<file path="config.mk">
export PLATFORM = sky130hd
export DESIGN_NAME = pcc_post
export DESIGN_NICKNAME = d
export VERILOG_FILES = /design/src/hdl/pcc_pkg.sv /design/src/hdl/pcc_post.sv
export SDC_FILE = /design/constraint.sdc
export NUM_CORES = 2
export LEC_CHECK = 0
export ABC_AREA = 1
export BUFFER_PORTS_ARGS = -buffer_cell sky130_fd_sc_hd__buf_2
export CAP_MARGIN = 5
export CORE_ASPECT_RATIO = 1.5
export CORE_MARGIN = 1.5
export CORE_UTILIZATION = 35
export CTS_CLUSTER_SIZE = 12
export DETAILED_ROUTE_END_ITERATION = 16
export PLACE_DENSITY = 0.57
export REMOVE_ABC_BUFFERS = 1
export SLEW_MARGIN = 20
export SYNTH_ARGS = -nofsm -noshare
export SYNTH_HDL_FRONTEND = slang
export SYNTH_SLANG_ARGS = --single-unit
</file>
<file path="constraint.sdc">
create_clock -name i_clk -period 8.6 [get_ports i_clk]
set_input_delay 1.72 -clock i_clk [delete_from_list [all_inputs] [get_ports i_clk]]
set_output_delay 1.72 -clock i_clk [all_outputs]
set_load 0.005 [all_outputs]
</file>
<file path="src/hdl/pcc_pkg.sv">
package pcc_pkg;

    // Default number of CORDIC cells
    localparam int PCC_STAGES_DEF = 18;

    // Field widths
    localparam int RAD_IN_W = 23;
    localparam int LEN_W    = 24;
    localparam int ANG_W    = 20;

    // Internal formats: lengths carry guard bits, angles carry 30 fraction bits
    localparam int GUARD     = 6;
    localparam int ANG_SHIFT = 14;
    localparam int XY_W      = LEN_W + GUARD + 3;
    localparam int Z_W       = ANG_W + ANG_SHIFT;
    localparam int K_W       = 31;
    localparam int PROD_W    = XY_W + K_W;
    localparam int ROUND_SH  = 30 + GUARD;

    localparam logic signed [Z_W-1:0] PI_Q30      = 34'sd3373259426;
    localparam logic signed [Z_W-1:0] HALF_PI_Q30 = 34'sd1686629713;
    localparam logic signed [Z_W-1:0] TWO_PI_Q30  = 34'sd6746518852;

    // Output limits
    localparam int XY_MAX  = 8388607;
    localparam int XY_MIN  = -8388608;
    localparam int RAD_MAX = 16777215;
    localparam int ANG_LIM = 411775;

    // Operation codes
    localparam logic OP_TO_CART  = 1'b0;
    localparam logic OP_TO_POLAR = 1'b1;

    typedef struct packed {
        logic                        operation;
        logic [RAD_IN_W-1:0]         radius_in;
        logic signed [ANG_W-1:0]     azimuth_in;
        logic signed [LEN_W-1:0]     x_in;
        logic signed [LEN_W-1:0]     y_in;
    } t_in_word;

    typedef struct packed {
        logic signed [LEN_W-1:0]     x_out;
        logic signed [LEN_W-1:0]     y_out;
        logic [LEN_W-1:0]            radius_out;
        logic signed [ANG_W-1:0]     azimuth_out;
    } t_out_word;

    // What one cell hands to the next; p0/p1 carry the pass-through fields
    typedef struct packed {
        logic                        valid;
        logic                        op;
        logic                        zero;
        logic signed [XY_W-1:0]      x;
        logic signed [XY_W-1:0]      y;
        logic signed [Z_W-1:0]       z;
        logic [LEN_W-1:0]            p0;
        logic [LEN_W-1:0]            p1;
    } t_stage;

    // atan(2^-idx), 30 fraction bits, rounded to nearest
    function automatic logic signed [Z_W-1:0] pcc_atan(input int idx);
        case (idx)
            0:       return 34'sd843314857;
            1:       return 34'sd497837829;
            2:       return 34'sd263043837;
            3:       return 34'sd133525159;
            4:       return 34'sd67021687;
            5:       return 34'sd33543516;
            6:       return 34'sd16775851;
            7:       return 34'sd8388437;
            8:       return 34'sd4194283;
            9:       return 34'sd2097149;
            10:      return 34'sd1048576;
            default: return Z_W'(64'sd1 <<< (30 - idx));
        endcase
    endfunction

    // floor(sqrt(P)) of the accumulated CORDIC gain square, P scaled by 2^60
    function automatic logic [63:0] pcc_gain_root(input int stages);
        logic [63:0] p;
        logic [63:0] v;
        logic [63:0] r;
        logic [63:0] b;
        p = 64'd1 << 60;
        for (int i = 0; i < stages; i++) begin
            p = p + (p >> (2 * i));
        end
        v = p;
        r = '0;
        b = 64'd1 << 62;
        for (int k = 0; k < 32; k++) begin
            if (v >= r + b) begin
                v = v - (r + b);
                r = (r >> 1) + b;
            end else begin
                r = r >> 1;
            end
            b = b >> 2;
        end
        return r;
    endfunction

endpackage

</file>
<file path="src/hdl/pcc_post.sv">
module pcc_post #(
    parameter int STAGES = pcc_pkg::PCC_STAGES_DEF
) (
    input  logic               i_clk,
    input  logic               i_rst_n,
    input  logic               i_adv,
    input  pcc_pkg::t_stage    i_stage,
    output logic               o_valid,
    output pcc_pkg::t_out_word o_word
);
    import pcc_pkg::*;

    localparam logic [63:0] GAIN_ROOT = pcc_gain_root(STAGES);
    localparam logic [63:0] GAIN_Q    = ((64'd1 << 60) + GAIN_ROOT / 64'd2) / GAIN_ROOT;
    localparam logic signed [K_W-1:0] GAIN_K = K_W'(GAIN_Q);

    localparam logic signed [PROD_W-1:0] RND    = PROD_W'(64'd1 << (ROUND_SH - 1));
    localparam logic signed [PROD_W-1:0] XY_HI  = PROD_W'(XY_MAX);
    localparam logic signed [PROD_W-1:0] XY_LO  = PROD_W'(XY_MIN);
    localparam logic signed [PROD_W-1:0] RAD_HI = PROD_W'(RAD_MAX);
    localparam logic signed [Z_W:0]      A_RND  = (Z_W+1)'(1 << (ANG_SHIFT - 1));
    localparam logic signed [Z_W:0]      A_HI   = (Z_W+1)'(ANG_LIM);
    localparam logic signed [Z_W:0]      A_LO   = -A_HI;

    logic                     r_valid;
    logic                     r_op;
    logic                     r_zero;
    logic signed [PROD_W-1:0] r_px;
    logic signed [PROD_W-1:0] r_py;
    logic signed [Z_W-1:0]    r_z;
    logic [LEN_W-1:0]         r_p0;
    logic [LEN_W-1:0]         r_p1;

    logic signed [PROD_W-1:0] n_px;
    logic signed [PROD_W-1:0] n_py;
    logic signed [PROD_W-1:0] sum_x;
    logic signed [PROD_W-1:0] sum_y;
    logic signed [PROD_W-1:0] sx;
    logic signed [PROD_W-1:0] sy;
    logic signed [Z_W:0]      sum_z;
    logic signed [Z_W:0]      sz;

    // Gain correction: one multiplier per axis, registered
    assign n_px = i_stage.x * GAIN_K;
    assign n_py = i_stage.y * GAIN_K;

    always_ff @(posedge i_clk) begin
        if (!i_rst_n) begin
            r_valid <= 1'b0;
        end else if (i_adv) begin
            r_valid <= i_stage.valid;
            r_op    <= i_stage.op;
            r_zero  <= i_stage.zero;
            r_px    <= n_px;
            r_py    <= n_py;
            r_z     <= i_stage.z;
            r_p0    <= i_stage.p0;
            r_p1    <= i_stage.p1;
        end
    end

    always_comb begin
        sum_x = r_px + RND;
        sum_y = r_py + RND;
        sx    = sum_x >>> ROUND_SH;
        sy    = sum_y >>> ROUND_SH;
        sum_z = (Z_W+1)'(r_z) + A_RND;
        sz    = sum_z >>> ANG_SHIFT;
        o_word = '0;
        if (r_op == OP_TO_CART) begin
            o_word.x_out       = (sx > XY_HI) ? XY_HI[LEN_W-1:0] :
                                 (sx < XY_LO) ? XY_LO[LEN_W-1:0] : sx[LEN_W-1:0];
            o_word.y_out       = (sy > XY_HI) ? XY_HI[LEN_W-1:0] :
                                 (sy < XY_LO) ? XY_LO[LEN_W-1:0] : sy[LEN_W-1:0];
            o_word.radius_out  = r_p0;
            o_word.azimuth_out = r_p1[ANG_W-1:0];
        end else begin
            o_word.x_out      = r_p0;
            o_word.y_out      = r_p1;
            o_word.radius_out = (sx > RAD_HI) ? RAD_HI[LEN_W-1:0] :
                                sx[PROD_W-1] ? '0 : sx[LEN_W-1:0];
            // Origin has no defined angle: report zero
            if (r_zero) begin
                o_word.azimuth_out = '0;
            end else begin
                o_word.azimuth_out = (sz > A_HI) ? A_HI[ANG_W-1:0] :
                                     (sz < A_LO) ? A_LO[ANG_W-1:0] : sz[ANG_W-1:0];
            end
        end
    end

    assign o_valid = r_valid;

endmodule

</file>
==> results.md <==
- Worst-skew pair later-pin latency: 0.48 ns
- Post-synthesis cell area: 48,300 um^2
- Worst Path Required: 8.82 ns
- Nets: 7,687
- Sequential share of the synthesized area: 8.06%
- Maximum number of pins on one net before global-route repair: 70
- Status: finished clean
- Count leader, synth: inv_1
- F_max: 0.123 GHz
- Post-route minimum period: 8.11 ns
- Largest area contributor in the netlist: fa_1
- Remaining Overflow, GRT: 0
- Ys async rst share: 0%
- Setup TNS: 0 ns
- Vias in the first global route: 41,300
- PostCTS Resize Cnt: 0
- Row cnt: 166
- Fillers: 14,100
- Final count of pins violating max slew: 0
- Worst R2R Setup Slack: 7.96 ns
- Crit. End Element: register
- Cells after synthesis: 5,528
- Via density: 4.86
- Slew @ Worst Pin: 1.16 ns
- Startpoint types: input pin
- EDFF count, synth: 129
- Worst hold endpoint: o_valid
- Vias: 37,400
- Unrepaired setup endpoints after global routing: no
- DP HPWL: 151,000 um
- CTS Buf Count: 17
- Critical path origin: i_stage[129]
- Die W: 306 um
- Hold depth: 2
- Slew Limit Headroom: 22.4%
- Setup Skew: 0 ns
- Reg2reg end: o_valid
- Antenna-violating nets left: 0
- Setup violators final: 0
- DRC: 0
- Worst r2r src: o_valid
- Initial core utilization: 35.4%
- Area growth from synthesis to layout: 10.6%
- First-pass GRT wire length: 247,000 um
- Synth area leaders: fa_1, ha_1, inv_1
- Core area: 137,000 um^2
- DRT Pass-1 Iters: 7
- Total die area: 140,000 um^2
- Synth cell count leaders: inv_1, fa_1, ha_1, nand2_1, nor2_1
- CTS tree: yes
- Min-delay src: o_valid
- Clk sinks: 130
- # Post-CTS Setup Buffers: 0
- Predominant post-synthesis flop cell: edfxtp_1
- #FFs+latches synth: 130
- Worst min-delay path class: reg -> reg
- Setup CP Type: in -> reg
- Critical-path maximum fanout: 8
- Layout cells sized above 1: 9.41%
- Iter 0 DRT Violations: 1,865
- Root buf cell: clkbuf_16
- Final core occ: 39.1%
- Depth of the CTS H-tree: 4
- Initial antenna violation count: 10
- Clock tree buffer depth: 2
- Hold buffers post-CTS: 0
- Routed length per instance: 21.6 um
- FF+latch area: 3890 um^2
- Clk slew on worst S/H paths: 0.07 ns
- Syn Area/Cell: 8.74 um^2
- RD Place Congestion: 1.01
- Vert. Die Dim: 458 um
- IO Port Bufs: 233
- I/O pin total: 247
- Distinct cells, synth: 57
- Crit path DAT: 8.33 ns
- Multi-input gate area: 38,100 um^2
- Cells on worst reg2reg path: 2
- Final hold violations: 0
- Max Cap Viol: 0
- Tcrit/Tclk final: 94.3%
- Post-Route WL: 166,000 um
- Total global-route track usage: 24.1%
- Yosys top cell area share: 35.7%
- Yosys warnings: 0
logic make-up after synthesis:
| kind of cell | Yosys count | share of synthesized area, % |
|---|---|---|
| xor gates and xnor gates | 310 | 5.70 |
| and+or+nand+nor | 1206 | 10.6 |
| buffers and inverters | 1663 | 13.1 |
| DFF | 130 | 8.06 |
| AOI/OAI and AO/OA | 603 | 7.28 |
| adders and majority gates | 1616 | 55.2 |
flip-flops by register name, summed over array words and instances (netlist names):
signal	cells
o_valid	1
r_p1	24
r_z	21
r_px	29
r_op	1
r_zero	1
r_py	29
r_p0	24
routing by layer:
layer	up-vias	GRT usage, %	routed length (um)	part of all wire [%]
met1	18300	23.2	55700	34
met5	-	0	0	0
met3	479	1.47	4050	2.4
met2	1026	46.7	90200	54
li1	17600	-	-	-
met4	0	19.6	16100	9.7
placed cells by master (no fill, tap or decap), drive strengths merged:
cell type,n
a211oi,4
or2,9
o211ai,9
a22o,5
nor4,14
clkinvlp,1
edfxtp,129
a21o,45
nand4,31
nand2b,1
and3,9
o21a,7
o22ai,6
o221ai,1
xor2,247
xnor2,63
nor3b,1
ha,755
o31ai,3
clkinv,6
a31oi,30
clkbuf,17
inv,1621
buf,418
bufinv,2
a221oi,4
nor2,333
fa,861
nand2,653
nand3,116
o21bai,53
diode,6
a21oi,270
nand3b,3
dfxtp,1
o21ai,157
nor3,36
a21boi,9
critical path, cell delays in order:
cell and delay (ns):
buf_2 0.19, ha_1 0.47, xor2_1 0.22, ha_1 0.23, a21oi_1 0.39, fa_1 0.50
inv_1 0.10, fa_1 0.42, fa_1 0.52, fa_1 0.43, fa_1 0.59, inv_1 0.08
fa_1 0.47, inv_1 0.04, ha_1 0.35, nand2_1 0.09, nand2_1 0.09, a31oi_1 0.24
o21ai_0 0.14, a21oi_1 0.24, nand3_1 0.11, buf_4 0.17, a21oi_1 0.22, o21bai_1 0.14
xor2_1 0.16
area by class of cell:
class / instances / share of cell area, %
diodes: 6 / 0.0281
clock buffers: 17 / 0.796
clock inverters: 15 / 0.360
inverters: 1615 / 11.3
multi-input cells: 3735 / 71.3
flip-flops and latches: 130 / 7.28
well taps: 1764 / 4.13
repair buffers: 418 / 4.80
worst max-delay path by stage:
stage / endpoint / slack [ns] / cells past startpoint
finish: r_px[52] / 0.49 / 25
global route: r_px[54] / 0.16 / 29
CTS: r_px[52] / 0.56 / 24
detailed placement: r_px[52] / 0.05 / 24
global placement: r_px[52] / 0.03 / 24
floorplan: r_px[54] / 1.07 / 26
metrics by stage:
stage	cells	cell area [um^2]	setup slack (ns)	hold WS [ns]
final	7700	53500	0.492	0.566
after global routing	7699	53500	0.164	0.589
after CTS	7694	53500	0.558	0.556
after detailed placement	7662	52800	0.0463	0.540
after global placement	7662	52800	0.0269	0.524
after floorplan	5480	48100	1.07	0.525
Power is not shown: default switching activity piles up to over one toggle a cycle in this logic, so the estimate is an artifact.
