### config.mk
export PLATFORM = sky130hd
export DESIGN_NAME = pcc_cell
export DESIGN_NICKNAME = d
export VERILOG_FILES = /design/src/hdl/pcc_pkg.sv /design/src/hdl/pcc_cell.sv
export SDC_FILE = /design/constraint.sdc
export NUM_CORES = 1
export LEC_CHECK = 0
export BUFFER_PORTS_ARGS = -buffer_cell sky130_fd_sc_hd__buf_2
export CORE_MARGIN = 8
export CORE_UTILIZATION = 50
export DETAILED_ROUTE_END_ITERATION = 8
export PLACE_DENSITY = 0.8
export SLEW_MARGIN = 30
export SYNTH_ARGS = -nofsm -noshare
export SYNTH_HDL_FRONTEND = slang
export SYNTH_SLANG_ARGS = --single-unit
### constraint.sdc
create_clock -name i_clk -period 10.41 [get_ports i_clk]
set_input_delay 2.082 -clock i_clk [delete_from_list [all_inputs] [get_ports i_clk]]
set_output_delay 2.082 -clock i_clk [all_outputs]
set_load 0.03 [all_outputs]
### src/hdl/pcc_pkg.sv
package pcc_pkg;

    // Default number of CORDIC cells
    localparam int PCC_STAGES_DEF = 18;

    // Field widths
    localparam int RAD_IN_W = 23;
    localparam int LEN_W    = 24;
    localparam int ANG_W    = 20;

    // Internal formats: lengths carry guard bits, angles carry 30 fraction bits
    localparam int GUARD     = 6;
    localparam int ANG_SHIFT = 14;
    localparam int XY_W      = LEN_W + GUARD + 3;
    localparam int Z_W       = ANG_W + ANG_SHIFT;
    localparam int K_W       = 31;
    localparam int PROD_W    = XY_W + K_W;
    localparam int ROUND_SH  = 30 + GUARD;

    localparam logic signed [Z_W-1:0] PI_Q30      = 34'sd3373259426;
    localparam logic signed [Z_W-1:0] HALF_PI_Q30 = 34'sd1686629713;
    localparam logic signed [Z_W-1:0] TWO_PI_Q30  = 34'sd6746518852;

    // Output limits
    localparam int XY_MAX  = 8388607;
    localparam int XY_MIN  = -8388608;
    localparam int RAD_MAX = 16777215;
    localparam int ANG_LIM = 411775;

    // Operation codes
    localparam logic OP_TO_CART  = 1'b0;
    localparam logic OP_TO_POLAR = 1'b1;

    typedef struct packed {
        logic                        operation;
        logic [RAD_IN_W-1:0]         radius_in;
        logic signed [ANG_W-1:0]     azimuth_in;
        logic signed [LEN_W-1:0]     x_in;
        logic signed [LEN_W-1:0]     y_in;
    } t_in_word;

    typedef struct packed {
        logic signed [LEN_W-1:0]     x_out;
        logic signed [LEN_W-1:0]     y_out;
        logic [LEN_W-1:0]            radius_out;
        logic signed [ANG_W-1:0]     azimuth_out;
    } t_out_word;

    // What one cell hands to the next; p0/p1 carry the pass-through fields
    typedef struct packed {
        logic                        valid;
        logic                        op;
        logic                        zero;
        logic signed [XY_W-1:0]      x;
        logic signed [XY_W-1:0]      y;
        logic signed [Z_W-1:0]       z;
        logic [LEN_W-1:0]            p0;
        logic [LEN_W-1:0]            p1;
    } t_stage;

    // atan(2^-idx), 30 fraction bits, rounded to nearest
    function automatic logic signed [Z_W-1:0] pcc_atan(input int idx);
        case (idx)
            0:       return 34'sd843314857;
            1:       return 34'sd497837829;
            2:       return 34'sd263043837;
            3:       return 34'sd133525159;
            4:       return 34'sd67021687;
            5:       return 34'sd33543516;
            6:       return 34'sd16775851;
            7:       return 34'sd8388437;
            8:       return 34'sd4194283;
            9:       return 34'sd2097149;
            10:      return 34'sd1048576;
            default: return Z_W'(64'sd1 <<< (30 - idx));
        endcase
    endfunction

    // floor(sqrt(P)) of the accumulated CORDIC gain square, P scaled by 2^60
    function automatic logic [63:0] pcc_gain_root(input int stages);
        logic [63:0] p;
        logic [63:0] v;
        logic [63:0] r;
        logic [63:0] b;
        p = 64'd1 << 60;
        for (int i = 0; i < stages; i++) begin
            p = p + (p >> (2 * i));
        end
        v = p;
        r = '0;
        b = 64'd1 << 62;
        for (int k = 0; k < 32; k++) begin
            if (v >= r + b) begin
                v = v - (r + b);
                r = (r >> 1) + b;
            end else begin
                r = r >> 1;
            end
            b = b >> 2;
        end
        return r;
    endfunction

endpackage

### src/hdl/pcc_cell.sv
module pcc_cell #(
    parameter int IDX = 0
) (
    input  logic            i_clk,
    input  logic            i_rst_n,
    input  logic            i_adv,
    input  pcc_pkg::t_stage i_stage,
    output pcc_pkg::t_stage o_stage
);
    import pcc_pkg::*;

    localparam logic signed [Z_W-1:0] ATAN = pcc_atan(IDX);

    t_stage r_stage;
    t_stage n_stage;

    logic signed [XY_W-1:0] dx;
    logic signed [XY_W-1:0] dy;
    logic                   ccw;

    assign dx = i_stage.y >>> IDX;
    assign dy = i_stage.x >>> IDX;

    // Rotation drives z to zero, vectoring drives y to zero
    assign ccw = (i_stage.op == OP_TO_POLAR) ? i_stage.y[XY_W-1] : !i_stage.z[Z_W-1];

    always_comb begin
        n_stage = i_stage;
        if (ccw) begin
            n_stage.x = i_stage.x - dx;
            n_stage.y = i_stage.y + dy;
            n_stage.z = i_stage.z - ATAN;
        end else begin
            n_stage.x = i_stage.x + dx;
            n_stage.y = i_stage.y - dy;
            n_stage.z = i_stage.z + ATAN;
        end
    end

    always_ff @(posedge i_clk) begin
        if (!i_rst_n) begin
            r_stage.valid <= 1'b0;
        end else if (i_adv) begin
            r_stage <= n_stage;
        end
    end

    assign o_stage = r_stage;

endmodule

==> run metrics, run 1 <==
total gr overflow 0; Setup Fix Bufs, Post-CTS 0; Max Slew Vio Count 0; drt pass-1 iters 6; dpl cells 1965; RR Startpoint o_stage[150]; Initial Util 0.5040; CORE AREA 24890 µm²; synthesis-stage register bit count 150; largest net degree at the start of global routing 77; mapped cell area 12540 µm²; Syn Inst Count 1404; Routed WL 43000 µm; Logic pwr share 0.360; VDD IR max 96.62 µV; Boundary Pins 305; Syn. warnings 0; CTS clk-pin slew, worst paths 70 ps; Post-CTS Resized 0; worst path required time 10570 ps; register area share after synthesis 0.3583; max frequency 150.5 MHz; NetSw 0.8308 mW; via count 12170; worst-margin pin slew 955.3 ps; Post-DP Area 14170 µm²; Slowest-stage cell, CP clkinv_2; max capacitance violation total 0; Fin Setup TNS 0 ps; Pwr Total 2.155 mW; TritonCTS clock tree done; Remaining DRCs 0; max reg flops 150; syn nets 1670; initial antenna violation count 0; Root Buffer clkbuf_16; unrepaired setup endpoints after global routing false; Layout Nets 1921; row count 58; HP Class reg -> reg; Max-slew headroom 0.3631; Final Hold Viols 0; EDFF count, synth 149; crit path DAT 6800 ps; Ant. Diodes 0; height of the die 174.4 µm; Buffers on Ports 304; wire length of the first global-routing pass 66250 µm; Vias/cell 6.091; CP Class in -> reg; Syn Area/Cell 8.935 µm²; die area 30410 µm²; fillers 2198; crit end category register; Detail Route Antenna Nets 0; Die Span X 174.4 µm; vias in the first global route 11889; Hold Path Origin o_stage[150]; status completed; main flop type after synthesis edfxtp_1; Worst setup SP type input pin; commonest non-fill, non-tap cells in the layout buf_2 (304), edfxtp_1 (149), a21oi_1 (144); layout cells sized above 1 0.2230; reg2reg path depth 2; GPL Wtd Cong 0.9646; Critical Path, Cell by Cell buf_2, nand2b_1, nand2_2, clkinv_2, buf_4, ha_1, and3_1, nand2_1, o21ai_0, a31oi_1, a211oi_1, nor3_1, a311oi_1, o2111ai_1; CTS H-tree depth 4; period utilization 0.6382; clock latency on the worst-skew pair 420 ps; LEAKAGE 6.280 nW; leading cell type in the layout, fill and taps excluded buf_2; Clock Sinks 150; CTS buffer count 17; worst reg-to-reg setup slack 9760 ps; Non-Filler Instances 1998; CTS Hold Bufs 0; Area Growth Syn to Fin 17.70%; Pwr Density 145.9 nW/µm²; gr usage total 0.2699; initial drt markers 1336; worst-case clock buffer depth 2; Detail Placement HPWL 33820 µm; maximum net fanout on the critical path 75; hold path cells 2; RR Endpoint o_stage[150]; switching share of power 0.3855; design area 14770 µm²; Synth async-reset ratio 0; Clock Skew 0 ps; slowest stage delay, CP 790 ps; wire per inst 21.52 µm; fin crit period 6644 ps; Yosys cell types 84; Seq pwr share 0.358; Min-Delay Endpoint o_stage[150]; Setup-failing EPs final 0; clock share of power 0.282; Pint 1.324 mW
-- stage by stage --
step	setup slack, ps	hold WS, ps	utilization
floorplan	4401	640.4	-
global placement	3496	539.4	0.5694
detailed placement	3409	581.5	0.5694
CTS	3847	591.1	0.5921
global route	3336	594.8	0.5932
finish	3766	576.5	0.5932
-- synth_stat cells (11+ instances only) --
cell,instances,area (µm²)
or3_1,11,68.82
nor2b_1,15,93.84
o21ai_0,67,335.3
edfxtp_1,149,4474
buf_2,24,120.1
inv_1,102,382.9
nand2_1,97,364.1
a31oi_1,32,200.2
buf_1,11,41.29
xor2_1,16,140.1
a21o_1,30,225.2
nand3_1,34,170.2
o31ai_1,20,150.1
ha_1,109,1364
o21bai_1,17,127.6
a211oi_1,17,127.6
o21ai_1,17,85.08
clkbuf_1,38,142.6
xnor2_1,82,718.2
o211ai_1,18,135.1
nor3_1,30,150.1
nand4_1,15,93.84
a21oi_1,144,720.7
o21a_1,16,120.1
nor2_1,99,371.6
and2_1,15,93.84
-- logic make-up (layout without fill, tap and decap cells) --
kind of cell    after synthesis  count (layout)  share of synthesized area
compound gates              474             474                     0.2462
xor+xnor                     98              98                    0.06842
fa+ha+maj                   113             113                     0.1143
buf+inv                     187             451                    0.05985
flops                       150             150                     0.3583
mux                           8               8                   0.006483
simple gates                374             374                     0.1465
-- power groups by stage --
stage	logic [mW]	registers [mW]	clock network, mW
finish	0.776	0.772	0.607
global route	0.833	0.776	0.635
CTS	0.766	0.772	0.616
detailed placement	0.762	0.785	0
global placement	0.755	0.784	0
floorplan	0.414	0.904	0
-- worst max-delay path: cells and delay by family --
kind	cells	cell delay (ps)
buffers and inverters	3	1540
and+or+nand+nor	5	1420
adders and majority gates	1	540
AOI/OAI and AO/OA	5	1130
-- layout make-up --
class,count,area [µm²],area share
clock inverter,14,135.1,0.009152
multi-input combinational,1067,7305,0.4947
sequential,150,4494,0.3044
clock buffer,18,429.2,0.02907
tap,330,412.9,0.02796
timing repair buffer,308,1572,0.1064
inverter,111,417.9,0.02830
-- how the worst max path moves through the flow --
stage                 startpoint     endpoint  slack [ps]  cells past startpoint
finish              i_stage[114]  o_stage[81]        3770                     14
floorplan                  i_adv   o_stage[0]        4400                      1
CTS                 i_stage[114]  o_stage[81]        3850                     14
global placement    i_stage[114]  o_stage[81]        3500                     14
global route        i_stage[114]  o_stage[81]        3340                     14
detailed placement  i_stage[114]  o_stage[81]        3410                     14
-- layer usage --
metal  vias up  track usage  wire length (µm)
met4         0       0.1240              1683
met5         -            0                 0
li1       5672            -                 -
met2       664       0.4467             20470
met3        94      0.04470              3186
met1      5740       0.3396             17650
No activity file was read; power rests on OpenSTA's default activity.
==> run 2: changes to the inputs <==
Settings changed: ABC_AREA from default to 1.
Clock period 10.41 ns to 6.71 ns, I/O delays scaled along.
==> run 2 against run 1 <==
Synthesized cell count increased by 40%. Core utilization about the same. Total power increased by 59%. Non-clock buffer count decreased by 1. Sequential cell count unchanged. First-iteration DRC count decreased by 5.5%. Count of clock-buffer cells in the layout decreased by 1. Cell count increased by 30%.
==> run metrics, run 2 <==
Pwr Total 3.434 mW; top cells by count, synth nand2_1 (545), inv_1 (259), nor2_1 (186); Remaining DRCs 0; multi-input logic area 7804 µm²; TritonCTS clock tree done; status completed; initial antenna violation count 1; Post-CTS Resized 0; Syn Inst Count 1963; crit end category register; Initial Util 0.5056; Syn Area/Cell 6.904 µm²; Detail Placement HPWL 41550 µm; max reg flops 150; Yosys cell types 42; via count 14582; Clock Skew 0 ps; Max-slew headroom 0.3424; wire length of the first global-routing pass 76850 µm; CTS Hold Bufs 0; crit path DAT 4100 ps; Area Growth Syn to Fin 17.23%; synthesis-stage register bit count 150; Final Hold Viols 0; Synth Area in Simple Gates 0.3001; Root Buffer clkbuf_16; Routed WL 50150 µm; Compound-Gate Fraction of Synth Area 0.1444; Die Span X 180.6 µm; Worst setup SP type input pin; Fin Setup TNS 0 ps; register area 4494 µm²; Boundary Pins 305; main combinational cell family by area after synthesis simple AND/OR/NAND/NOR gates; CTS H-tree depth 4; Layout Nets 2507; max capacitance violation total 0; drt pass-1 iters 7; xor and xnor fraction of the mapped netlist area 0.02521; gr usage total 0.2974; wire per inst 19.32 µm; worst-case clock buffer depth 2; Synth area leaders edfxtp_1 (33%), nand2_1 (15%), ha_1 (10%), inv_1 (7.2%), a21oi_1 (6.8%); multiplexer share of the synthesized area 0.0007386; Post-Synth Adder-Cell Area 0.1051; commonest non-fill, non-tap cells in the layout nand2_1 (545), buf_2 (304), inv_1 (258); Syn. warnings 0; register area share after synthesis 0.3316; Ant. Diodes 0; top cell type's share of synthesized area 0.3302; largest net degree at the start of global routing 82; met1 Use GR 0.3773; mapped cell area 13550 µm²; total gr overflow 0; leading cell type in the layout, fill and taps excluded nand2_1; main flop type after synthesis edfxtp_1; clock latency on the worst-skew pair 420 ps; layout cells sized above 1 0.1681; Buffers on Ports 304; met3 usage 0.05484; height of the die 180.6 µm; worst path required time 6890 ps; Detail Route Antenna Nets 0; Clock Sinks 150; worst-margin pin slew 976.1 ps; CTS clk-pin slew, worst paths 70 ps; HP Class reg -> reg; period utilization 0.5837; CP Class in -> reg; most frequent cell after synthesis nand2_1; Synth area leader edfxtp_1; Max Slew Vio Count 0; Pwr Density 216.2 nW/µm²; Setup-failing EPs final 0; post-route core utilization 0.5928; fillers 2570; met2 usage 0.4952; syn nets 2229; max frequency 255.3 MHz; vias in the first global route 14069; EDFF count, synth 149; fin crit period 3916 ps; maximum net fanout on the critical path 4; Synth async-reset ratio 0; VDD IR max 148.2 µV; Vias/cell 5.619; Setup Fix Bufs, Post-CTS 0; unrepaired setup endpoints after global routing false; row count 60; CTS buffer count 17; gr busiest metal met2; CORE AREA 26800 µm²; GPL Wtd Cong 1.028; die area 32630 µm²; initial drt markers 1263; LEAKAGE 7.902 nW
[run 2: changes by cell type after synthesis, moves of 20 or more]
| cell | before | now |
|---|---|---|
| nor2_1 | 99 | 186 |
| xnor2_1 | 82 | 5 |
| o31ai_1 | 20 | 0 |
| a21oi_1 | 144 | 183 |
| o21ai_0 | 67 | 132 |
| nand2_1 | 97 | 545 |
| a31oi_1 | 32 | 1 |
| nand3_1 | 34 | 170 |
| a21o_1 | 30 | 6 |
| inv_1 | 102 | 259 |
[run 2: metrics by stage]
stage	hold slack (ps)	area, µm²	setup slack [ps]	cells
global route	584.5	15890	2592	2595
floorplan	655.0	13550	1964	1963
CTS	564.7	15890	2895	2595
finish	560.7	15890	2794	2595
detailed placement	548.1	15280	2439	2563
global placement	523.4	15280	2541	2563
[run 2: final timing paths]
kind / startpoint / endpoint / slack (ps) / cells past startpoint
worst min-delay path: o_stage[150] / o_stage[150] / 560 / 2
worst max register to register: o_stage[150] / o_stage[150] / 6060 / 2
worst max-delay path: i_stage[82] / o_stage[106] / 2790 / 12
worst min register to register: o_stage[150] / o_stage[150] / 560 / 2
[run 2: area by class of cell]
type,instances,share of cell area
flip-flops and latches,150,0.2829
clock buffers,17,0.02678
inverters,268,0.06364
multi-input cells,1497,0.4912
clock inverters,15,0.01142
repair buffers,307,0.09719
well taps,341,0.02686
[run 2: cell families after synthesis]
kind of cell               count (synthesis)
adders and majority gates                112
DFF                                      150
xor gates and xnor gates                  39
buffers and inverters                    316
AOI/OAI and AO/OA                        368
and+or+nand+nor                          977
muxes                                      1
[run 2: critical path, cell delays in order]
cell and delay [ps]:
buf_2 100, inv_1 40, ha_1 240, fa_1 430
o21ai_0 480, a21oi_1 200, o21ai_0 800, nand2_1 160
nand2_1 110, nand2_1 50, nand3_1 70, nand2_1 70
[run 2: power by group]
part	internal (mW)	total [mW]	leakage [nW]	switching [mW]
Combinational	0.363	1.29	6.22	0.924
Sequential	1.15	1.18	1.40	0.0290
Clock	0.505	0.965	0.287	0.460
Total	2.02	3.43	7.90	1.41
[run 2: metal layers]
metal / vias up / routed length, µm
li1: 7009 / -
met1: 6668 / 20780
met2: 795 / 23050
met3: 108 / 4428
met4: 2 / 1875
met5: - / 11
