### src/hdl/pcc_pkg.sv
package pcc_pkg;

    // Default number of CORDIC cells
    localparam int PCC_STAGES_DEF = 18;

    // Field widths
    localparam int RAD_IN_W = 23;
    localparam int LEN_W    = 24;
    localparam int ANG_W    = 20;

    // Internal formats: lengths carry guard bits, angles carry 30 fraction bits
    localparam int GUARD     = 6;
    localparam int ANG_SHIFT = 14;
    localparam int XY_W      = LEN_W + GUARD + 3;
    localparam int Z_W       = ANG_W + ANG_SHIFT;
    localparam int K_W       = 31;
    localparam int PROD_W    = XY_W + K_W;
    localparam int ROUND_SH  = 30 + GUARD;

    localparam logic signed [Z_W-1:0] PI_Q30      = 34'sd3373259426;
    localparam logic signed [Z_W-1:0] HALF_PI_Q30 = 34'sd1686629713;
    localparam logic signed [Z_W-1:0] TWO_PI_Q30  = 34'sd6746518852;

    // Output limits
    localparam int XY_MAX  = 8388607;
    localparam int XY_MIN  = -8388608;
    localparam int RAD_MAX = 16777215;
    localparam int ANG_LIM = 411775;

    // Operation codes
    localparam logic OP_TO_CART  = 1'b0;
    localparam logic OP_TO_POLAR = 1'b1;

    typedef struct packed {
        logic                        operation;
        logic [RAD_IN_W-1:0]         radius_in;
        logic signed [ANG_W-1:0]     azimuth_in;
        logic signed [LEN_W-1:0]     x_in;
        logic signed [LEN_W-1:0]     y_in;
    } t_in_word;

    typedef struct packed {
        logic signed [LEN_W-1:0]     x_out;
        logic signed [LEN_W-1:0]     y_out;
        logic [LEN_W-1:0]            radius_out;
        logic signed [ANG_W-1:0]     azimuth_out;
    } t_out_word;

    // What one cell hands to the next; p0/p1 carry the pass-through fields
    typedef struct packed {
        logic                        valid;
        logic                        op;
        logic                        zero;
        logic signed [XY_W-1:0]      x;
        logic signed [XY_W-1:0]      y;
        logic signed [Z_W-1:0]       z;
        logic [LEN_W-1:0]            p0;
        logic [LEN_W-1:0]            p1;
    } t_stage;

    // atan(2^-idx), 30 fraction bits, rounded to nearest
    function automatic logic signed [Z_W-1:0] pcc_atan(input int idx);
        case (idx)
            0:       return 34'sd843314857;
            1:       return 34'sd497837829;
            2:       return 34'sd263043837;
            3:       return 34'sd133525159;
            4:       return 34'sd67021687;
            5:       return 34'sd33543516;
            6:       return 34'sd16775851;
            7:       return 34'sd8388437;
            8:       return 34'sd4194283;
            9:       return 34'sd2097149;
            10:      return 34'sd1048576;
            default: return Z_W'(64'sd1 <<< (30 - idx));
        endcase
    endfunction

    // floor(sqrt(P)) of the accumulated CORDIC gain square, P scaled by 2^60
    function automatic logic [63:0] pcc_gain_root(input int stages);
        logic [63:0] p;
        logic [63:0] v;
        logic [63:0] r;
        logic [63:0] b;
        p = 64'd1 << 60;
        for (int i = 0; i < stages; i++) begin
            p = p + (p >> (2 * i));
        end
        v = p;
        r = '0;
        b = 64'd1 << 62;
        for (int k = 0; k < 32; k++) begin
            if (v >= r + b) begin
                v = v - (r + b);
                r = (r >> 1) + b;
            end else begin
                r = r >> 1;
            end
            b = b >> 2;
        end
        return r;
    endfunction

endpackage

### src/hdl/pcc_prep.sv
module pcc_prep (
    input  logic              i_clk,
    input  logic              i_rst_n,
    input  logic              i_adv,
    input  logic              i_fire,
    input  pcc_pkg::t_in_word i_word,
    output pcc_pkg::t_stage   o_stage
);
    import pcc_pkg::*;

    localparam logic signed [Z_W:0] HALF_E   = (Z_W+1)'(HALF_PI_Q30);
    localparam logic signed [Z_W:0] PI_E     = (Z_W+1)'(PI_Q30);
    localparam logic signed [Z_W:0] TWO_PI_E = (Z_W+1)'(TWO_PI_Q30);

    t_stage r_stage;
    t_stage n_stage;

    logic signed [Z_W-1:0]  ang;
    logic signed [Z_W:0]    ang_e;
    logic signed [Z_W:0]    ang_off;
    logic signed [Z_W:0]    ang_sum;
    logic signed [XY_W-1:0] r_mag;
    logic signed [XY_W-1:0] x_sc;
    logic signed [XY_W-1:0] y_sc;
    logic                   wrap_dn;
    logic                   wrap_up;
    logic                   q_dn;
    logic                   q_up;

    assign ang   = {i_word.azimuth_in, {ANG_SHIFT{1'b0}}};
    assign ang_e = (Z_W+1)'(ang);
    assign r_mag = XY_W'({i_word.radius_in, {GUARD{1'b0}}});
    assign x_sc  = {{(XY_W-LEN_W-GUARD){i_word.x_in[LEN_W-1]}}, i_word.x_in, {GUARD{1'b0}}};
    assign y_sc  = {{(XY_W-LEN_W-GUARD){i_word.y_in[LEN_W-1]}}, i_word.y_in, {GUARD{1'b0}}};

    // Wrap into [-pi, pi] and fold into [-pi/2, pi/2], all compares on the raw angle
    always_comb begin
        wrap_dn = ang_e > PI_E;
        wrap_up = ang_e < -PI_E;
        if (wrap_dn) begin
            q_dn = ang_e > (HALF_E + TWO_PI_E);
            q_up = ang_e < (TWO_PI_E - HALF_E);
        end else if (wrap_up) begin
            q_dn = ang_e > (HALF_E - TWO_PI_E);
            q_up = ang_e < (-HALF_E - TWO_PI_E);
        end else begin
            q_dn = ang_e > HALF_E;
            q_up = ang_e < -HALF_E;
        end
        if (wrap_dn) begin
            ang_off = q_dn ? (-TWO_PI_E - PI_E) : (q_up ? (PI_E - TWO_PI_E) : -TWO_PI_E);
        end else if (wrap_up) begin
            ang_off = q_dn ? (TWO_PI_E - PI_E) : (q_up ? (TWO_PI_E + PI_E) : TWO_PI_E);
        end else begin
            ang_off = q_dn ? -PI_E : (q_up ? PI_E : '0);
        end
        ang_sum = ang_e + ang_off;
    end

    always_comb begin
        n_stage       = '0;
        n_stage.valid = i_fire;
        n_stage.op    = i_word.operation;
        if (i_word.operation == OP_TO_CART) begin
            n_stage.x  = (q_dn || q_up) ? -r_mag : r_mag;
            n_stage.y  = '0;
            n_stage.z  = ang_sum[Z_W-1:0];
            n_stage.p0 = LEN_W'(i_word.radius_in);
            n_stage.p1 = LEN_W'(i_word.azimuth_in);
        end else begin
            n_stage.zero = (i_word.x_in == '0) && (i_word.y_in == '0);
            // Left half-plane: flip the vector and start from plus or minus pi
            if (i_word.x_in[LEN_W-1]) begin
                n_stage.x = -x_sc;
                n_stage.y = -y_sc;
                n_stage.z = i_word.y_in[LEN_W-1] ? -PI_Q30 : PI_Q30;
            end else begin
                n_stage.x = x_sc;
                n_stage.y = y_sc;
                n_stage.z = '0;
            end
            n_stage.p0 = i_word.x_in;
            n_stage.p1 = i_word.y_in;
        end
    end

    always_ff @(posedge i_clk) begin
        if (!i_rst_n) begin
            r_stage.valid <= 1'b0;
        end else if (i_adv) begin
            r_stage <= n_stage;
        end
    end

    assign o_stage = r_stage;

endmodule

### config.mk
export PLATFORM = sky130hd
export DESIGN_NAME = pcc_prep
export DESIGN_NICKNAME = d
export VERILOG_FILES = /design/src/hdl/pcc_pkg.sv /design/src/hdl/pcc_prep.sv
export SDC_FILE = /design/constraint.sdc
export NUM_CORES = 1
export LEC_CHECK = 0
export BUFFER_PORTS_ARGS = -buffer_cell sky130_fd_sc_hd__buf_2
export CORE_ASPECT_RATIO = 1.4
export CORE_UTILIZATION = 45
export DETAILED_ROUTE_END_ITERATION = 10
export GPL_ROUTABILITY_DRIVEN = 0
export GPL_TIMING_DRIVEN = 1
export HOLD_SLACK_MARGIN = 0.05
export PLACE_DENSITY = 0.71
export SYNTH_ARGS = -nofsm -noshare
export SYNTH_HDL_FRONTEND = slang
export SYNTH_SLANG_ARGS = --single-unit
### constraint.sdc
create_clock -name i_clk -period 11.2 [get_ports i_clk]
set_input_delay 1.68 -clock i_clk [delete_from_list [all_inputs] [get_ports i_clk]]
set_output_delay 1.68 -clock i_clk [all_outputs]
set_load 0.02 [all_outputs]
==> metrics, run 1 <==
die width 118 um; initial antenna violation count 1; RSZ-0062 raised after global routing no; worst slew pin tran 905 ps; Post CTS Setup Buffer Count 0; final net count 1162; root buf cell clkbuf_16; Max Clock Skew 0 ps; share of layout cells above drive strength 1 29.7%; VDD IR max 0.117 mV; Synth cell types 73; Post-Synth XOR/XNOR Area 5.14%; Slew headroom 39.7%; PostCTS Resize Cnt 0; post-synthesis adder-cell area fraction 3.61%; first-pass GRT wire length 36300 um; max-slew violations 0; area leader, netlist edfxtp_1; Final min period 6160 ps; number of global-route vias before repair 6968; H-Tree Depth 4; CTS tree built; Clock Pin Slew Worst Setup and Hold Paths 60 ps; Synth Register Bits 131; leading cell type in the layout, fill and taps excluded buf_2; drt wl/cell 18.3 um; Hold Path Class flop to flop; main area contributors after synthesis edfxtp_1, o21ai_0, xor2_1, ha_1, nand2_1; Yosys warning count 0; CTS Buffer Depth 2; CP arrival 6300 ps; Overall Global Routing Usage 24.0%; post-synthesis sequential area ratio 46.0%; Worst setup EP type flop; latest clock arrival within the worst-skew pair 420 ps; total wire length 23800 um; Compound-Gate Fraction of Synth Area 18.8%; number of flip-flops in the largest register 131; largest net degree at the start of global routing 78; WS Path Type primary input to flop; gr ovfl total 0; largest family of logic cells by synthesized area compound AO/OA/AOI/OAI gates; Starting Density 45.8%; vias per cell 5.77; clock sinks 131; final worst-path cycle share 55.0%; Die H 165 um; Fin Hold WS 520 ps; row cnt 59; cell count after synthesis 842; Finished Layout Cells 1300; Req. time, crit path 11340 ps; Post-Syn Area 8520 um2; mux cell area share after synthesis 2.88%; leakage 0.00409 uW; Max Clock Freq 162 MHz; area grow syn2layout 21.4%; simple-gate share of the synthesized area 18.0%; ANT nets after route 0; PwrDens 151 nW/um2; Top-Level Pins 247; Syn Area/Cell 10.1 um2; CTS buffer count 17; Total Die Area 19500 um2; status completed; worst-path fanout max 23; vias 7505; Final Hold Vio Count 0; number of I/O port buffers 233; initial DRC count 582; post-cts hold buffer count 0; share of the synthesized area in the top cell type 45.8%; commonest non-fill, non-tap cells in the layout buf_2, edfxtp_1, nand2_1, nor2_1, o21ai_0; final core utilization 55.6%; # setup viols final 0; Core Region 18600 um2; DRC violations left 0; Post-synth ARST share 0%; DP HPWL 17500 um; Pwr Total 1560 uW; post-placement cell count 1267; max cap viols 0; Post-synth EDFFs 130; CP startpoint kind primary input; DRT Pass-1 Iters 6; Top FF cell, synth edfxtp_1; Setup TNS 0 ps
## metrics by stage
stage	setup WS [ps]	cell area [um2]
CTS	5130	10300
global placement	4850	9710
finish	5040	10300
global route	4750	10300
floorplan	5460	8570
detailed placement	4740	9710
## power breakdown
part           internal (uW)  leakage, uW  switching [uW]  total (uW)
combinational            126      0.00260             237         363
clock                    386     0.000296             211         596
sequential               592      0.00120            10.2         603
## final cells by class
cell class              count  area, um2
fillers                  1686       8260
multi-input cells         628       4180
flip-flops and latches    131       3920
repair buffers            237       1200
clock buffers              21        460
well taps                 244        305
clock inverters            11        176
inverters                  27        101
diodes                      1       2.50
## worst paths after layout
kind | start | depth (start not counted) | slack (ps) | end
hold reg to reg | o_stage[150] | 2 | 520 | o_stage[150]
hold / removal | o_stage[150] | 2 | 520 | o_stage[150]
setup reg to reg | o_stage[150] | 2 | 10610 | o_stage[150]
setup / recovery | i_word[49] | 17 | 5040 | o_stage[81]
## critical path, cell delays in order
cell,delay (ps)
buf_2,120
nor4_1,620
a211o_1,260
a311oi_1,160
or4_4,710
inv_2,440
ha_1,340
nor2b_1,130
nor2_1,230
ha_1,340
and3_1,240
and3_1,200
a32o_1,220
and4b_1,250
o21ai_0,110
xor2_1,160
o21ai_0,80
## cells in the mapped netlist (20+ instances only)
master,count
a21oi_1,25
buf_4,21
clkbuf_1,34
edfxtp_1,130
ha_1,23
inv_1,25
mux2_2,20
nand2_1,74
nor2_1,65
o21ai_0,65
o31ai_1,24
xor2_1,37
## cell families after synthesis
logic type | count (synthesis)
adders and majority gates | 24
AOI/OAI and AO/OA | 227
muxes | 22
buffers and inverters | 95
and+or+nand+nor | 292
other | 1
xor gates and xnor gates | 50
DFF | 131
## layer usage
layer	GRT usage [%]	vias up	part of all wire, %	wire, um
li1	-	3569	-	-
met1	26.6	3562	37	8740
met2	44.7	318	54	12800
met3	4.21	56	6.4	1520
met4	11.0	0	3.3	790
met5	0	-	0	0
(Power assumes the default switching activity.)
==> run 2: changes to the inputs <==
Clock period 11.2 ns to 6.4 ns, I/O delays scaled along.
==> run 2 against run 1 <==
  * First-iteration DRC count is the same
  * Core utilization is 0.30 points lower
  * Critical path depth is the same
  * Register-to-register slack got worse by 4800 ps
  * Clock power is 62% higher
  * Power rose by 70%
  * Largest cell class unchanged
==> metrics, run 2 (synthesized netlist as in run 1, its figures left out) <==
status completed; clock sinks 131 (unchanged); H-Tree Depth 4 (unchanged); Die H 165 um (unchanged); Final Hold Vio Count 0 (unchanged); initial DRC count 582 (unchanged); CP startpoint kind primary input; PwrDens 258 nW/um2 (+71%); Hold Path Class flop to flop; max cap viols 0 (unchanged); DP HPWL 17500 um (-0.25%); drt wl/cell 18.5 um (+0.84%); Core Region 18600 um2 (unchanged); max-slew violations 0 (unchanged); final net count 1162 (unchanged); total wire length 24000 um (+0.84%); number of global-route vias before repair 7069 (+1.4%); Req. time, crit path 6550 ps (-4790 ps); die width 118 um (unchanged); CTS Buffer Depth 2 (unchanged); commonest non-fill, non-tap cells in the layout buf_2, edfxtp_1, nand2_1, nor2_1, o21ai_0; latest clock arrival within the worst-skew pair 430 ps (about the same); post-cts hold buffer count 0 (unchanged); vias per cell 5.73 (-0.83%); final worst-path cycle share 83.8%; root buf cell clkbuf_16; worst-path fanout max 23 (unchanged); number of I/O port buffers 233 (unchanged); WS Path Type primary input to flop; largest net degree at the start of global routing 78 (unchanged); row cnt 59 (unchanged); Overall Global Routing Usage 24.4% (+0.38 points); Max Clock Freq 186 MHz; CP arrival 5510 ps (-790 ps); RSZ-0062 raised after global routing no; CTS buffer count 17 (unchanged); worst slew pin tran 895 ps (-10.0 ps); leakage 0.00407 uW (-0.55%); Slew headroom 40.3% (+0.67 points); gr ovfl total 0 (unchanged); VDD IR max 0.145 mV (+24%); number of flip-flops in the largest register 131 (unchanged); initial antenna violation count 1 (unchanged); area grow syn2layout 20.7%; leading cell type in the layout, fill and taps excluded buf_2; Top-Level Pins 247 (unchanged); Worst setup EP type flop; Clock Pin Slew Worst Setup and Hold Paths 60 ps (about the same); DRT Pass-1 Iters 6 (unchanged); share of layout cells above drive strength 1 29.8% (+0.095 points); vias 7443 (-0.83%); # setup viols final 0 (unchanged); Fin Hold WS 519 ps (-1.40 ps); Starting Density 45.8% (unchanged); Final min period 5370 ps; Max Clock Skew 0 ps (unchanged); DRC violations left 0 (unchanged); Total Die Area 19500 um2 (unchanged); ANT nets after route 0 (unchanged); Setup TNS 0 ps (unchanged); CTS tree built; first-pass GRT wire length 36500 um (+0.40%); PostCTS Resize Cnt 0 (unchanged); Fillers 1721 (+2.1%); Post CTS Setup Buffer Count 0 (unchanged)
==> run 2: cell types whose count changed in the layout (fill, tap and decap cells not counted), sizes merged <==
cell / before / now
bufinv: 4 / 2
clkbuf: 21 / 18
clkinv: 2 / 4
inv: 28 / 31
==> run 2: routing by layer <==
metal | vias to the layer above | track usage (%) | wire [um]
li1 | 3570 | - | -
met3 | 68 | 5.25 | 1410
met5 | - | 0 | 0
met2 | 297 | 44.1 | 12700
met1 | 3508 | 26.6 | 9010
met4 | 0 | 13.5 | 932
==> run 2: worst max-delay path: stages <==
cell and delay (ps):
buf_2 120, nor4_1 620, a211o_1 250, a311oi_1 170, or4_4 710, inv_2 410
ha_1 340, nor2b_1 130, nor2_1 210, ha_1 330, and3_1 230, and3_1 200
a32o_1 220, and4b_1 250, o21ai_0 100, xor2_1 150, o21ai_0 80
==> run 2: where the power goes <==
group          switching, uW  internal (uW)
combinational            412            220
sequential              18.1           1040
clock                    391            576
==> run 2: stage by stage <==
step                      total power, uW  setup slack [ps]  utilization (%)  instance area (um2)  cells
after floorplan                      1510              1380                -                 8570    854
after CTS                            2670              1120             55.3                10300   1299
final                                2660              1030             55.3                10300   1300
after global placement               1700               779             52.2                 9710   1267
after global routing                 2770               804             55.3                10300   1300
after detailed placement             1700               683             52.2                 9710   1267
==> run 2: area by class of cell <==
cell class                      count  area [um2]  area share [%]
Clock buffer                       18         429            4.17
Tap cell                          244         305            2.97
Clock inverter                     14         153            1.48
Multi-Input combinational cell    628        4180            40.6
Sequential cell                   131        3920            38.1
Inverter                           27         101           0.985
Timing Repair Buffer              237        1200            11.6
Antenna cell                        1        2.50          0.0243
==> run 2: path summary, 6_finish.rpt <==
| kind | slack, ps | start | to | cells past startpoint |
|---|---|---|---|---|
| setup / recovery | 1030 | i_word[49] | o_stage[81] | 17 |
| hold / removal | 520 | o_stage[150] | o_stage[150] | 2 |
| setup reg to reg | 5810 | o_stage[150] | o_stage[150] | 2 |
| hold reg to reg | 520 | o_stage[150] | o_stage[150] | 2 |
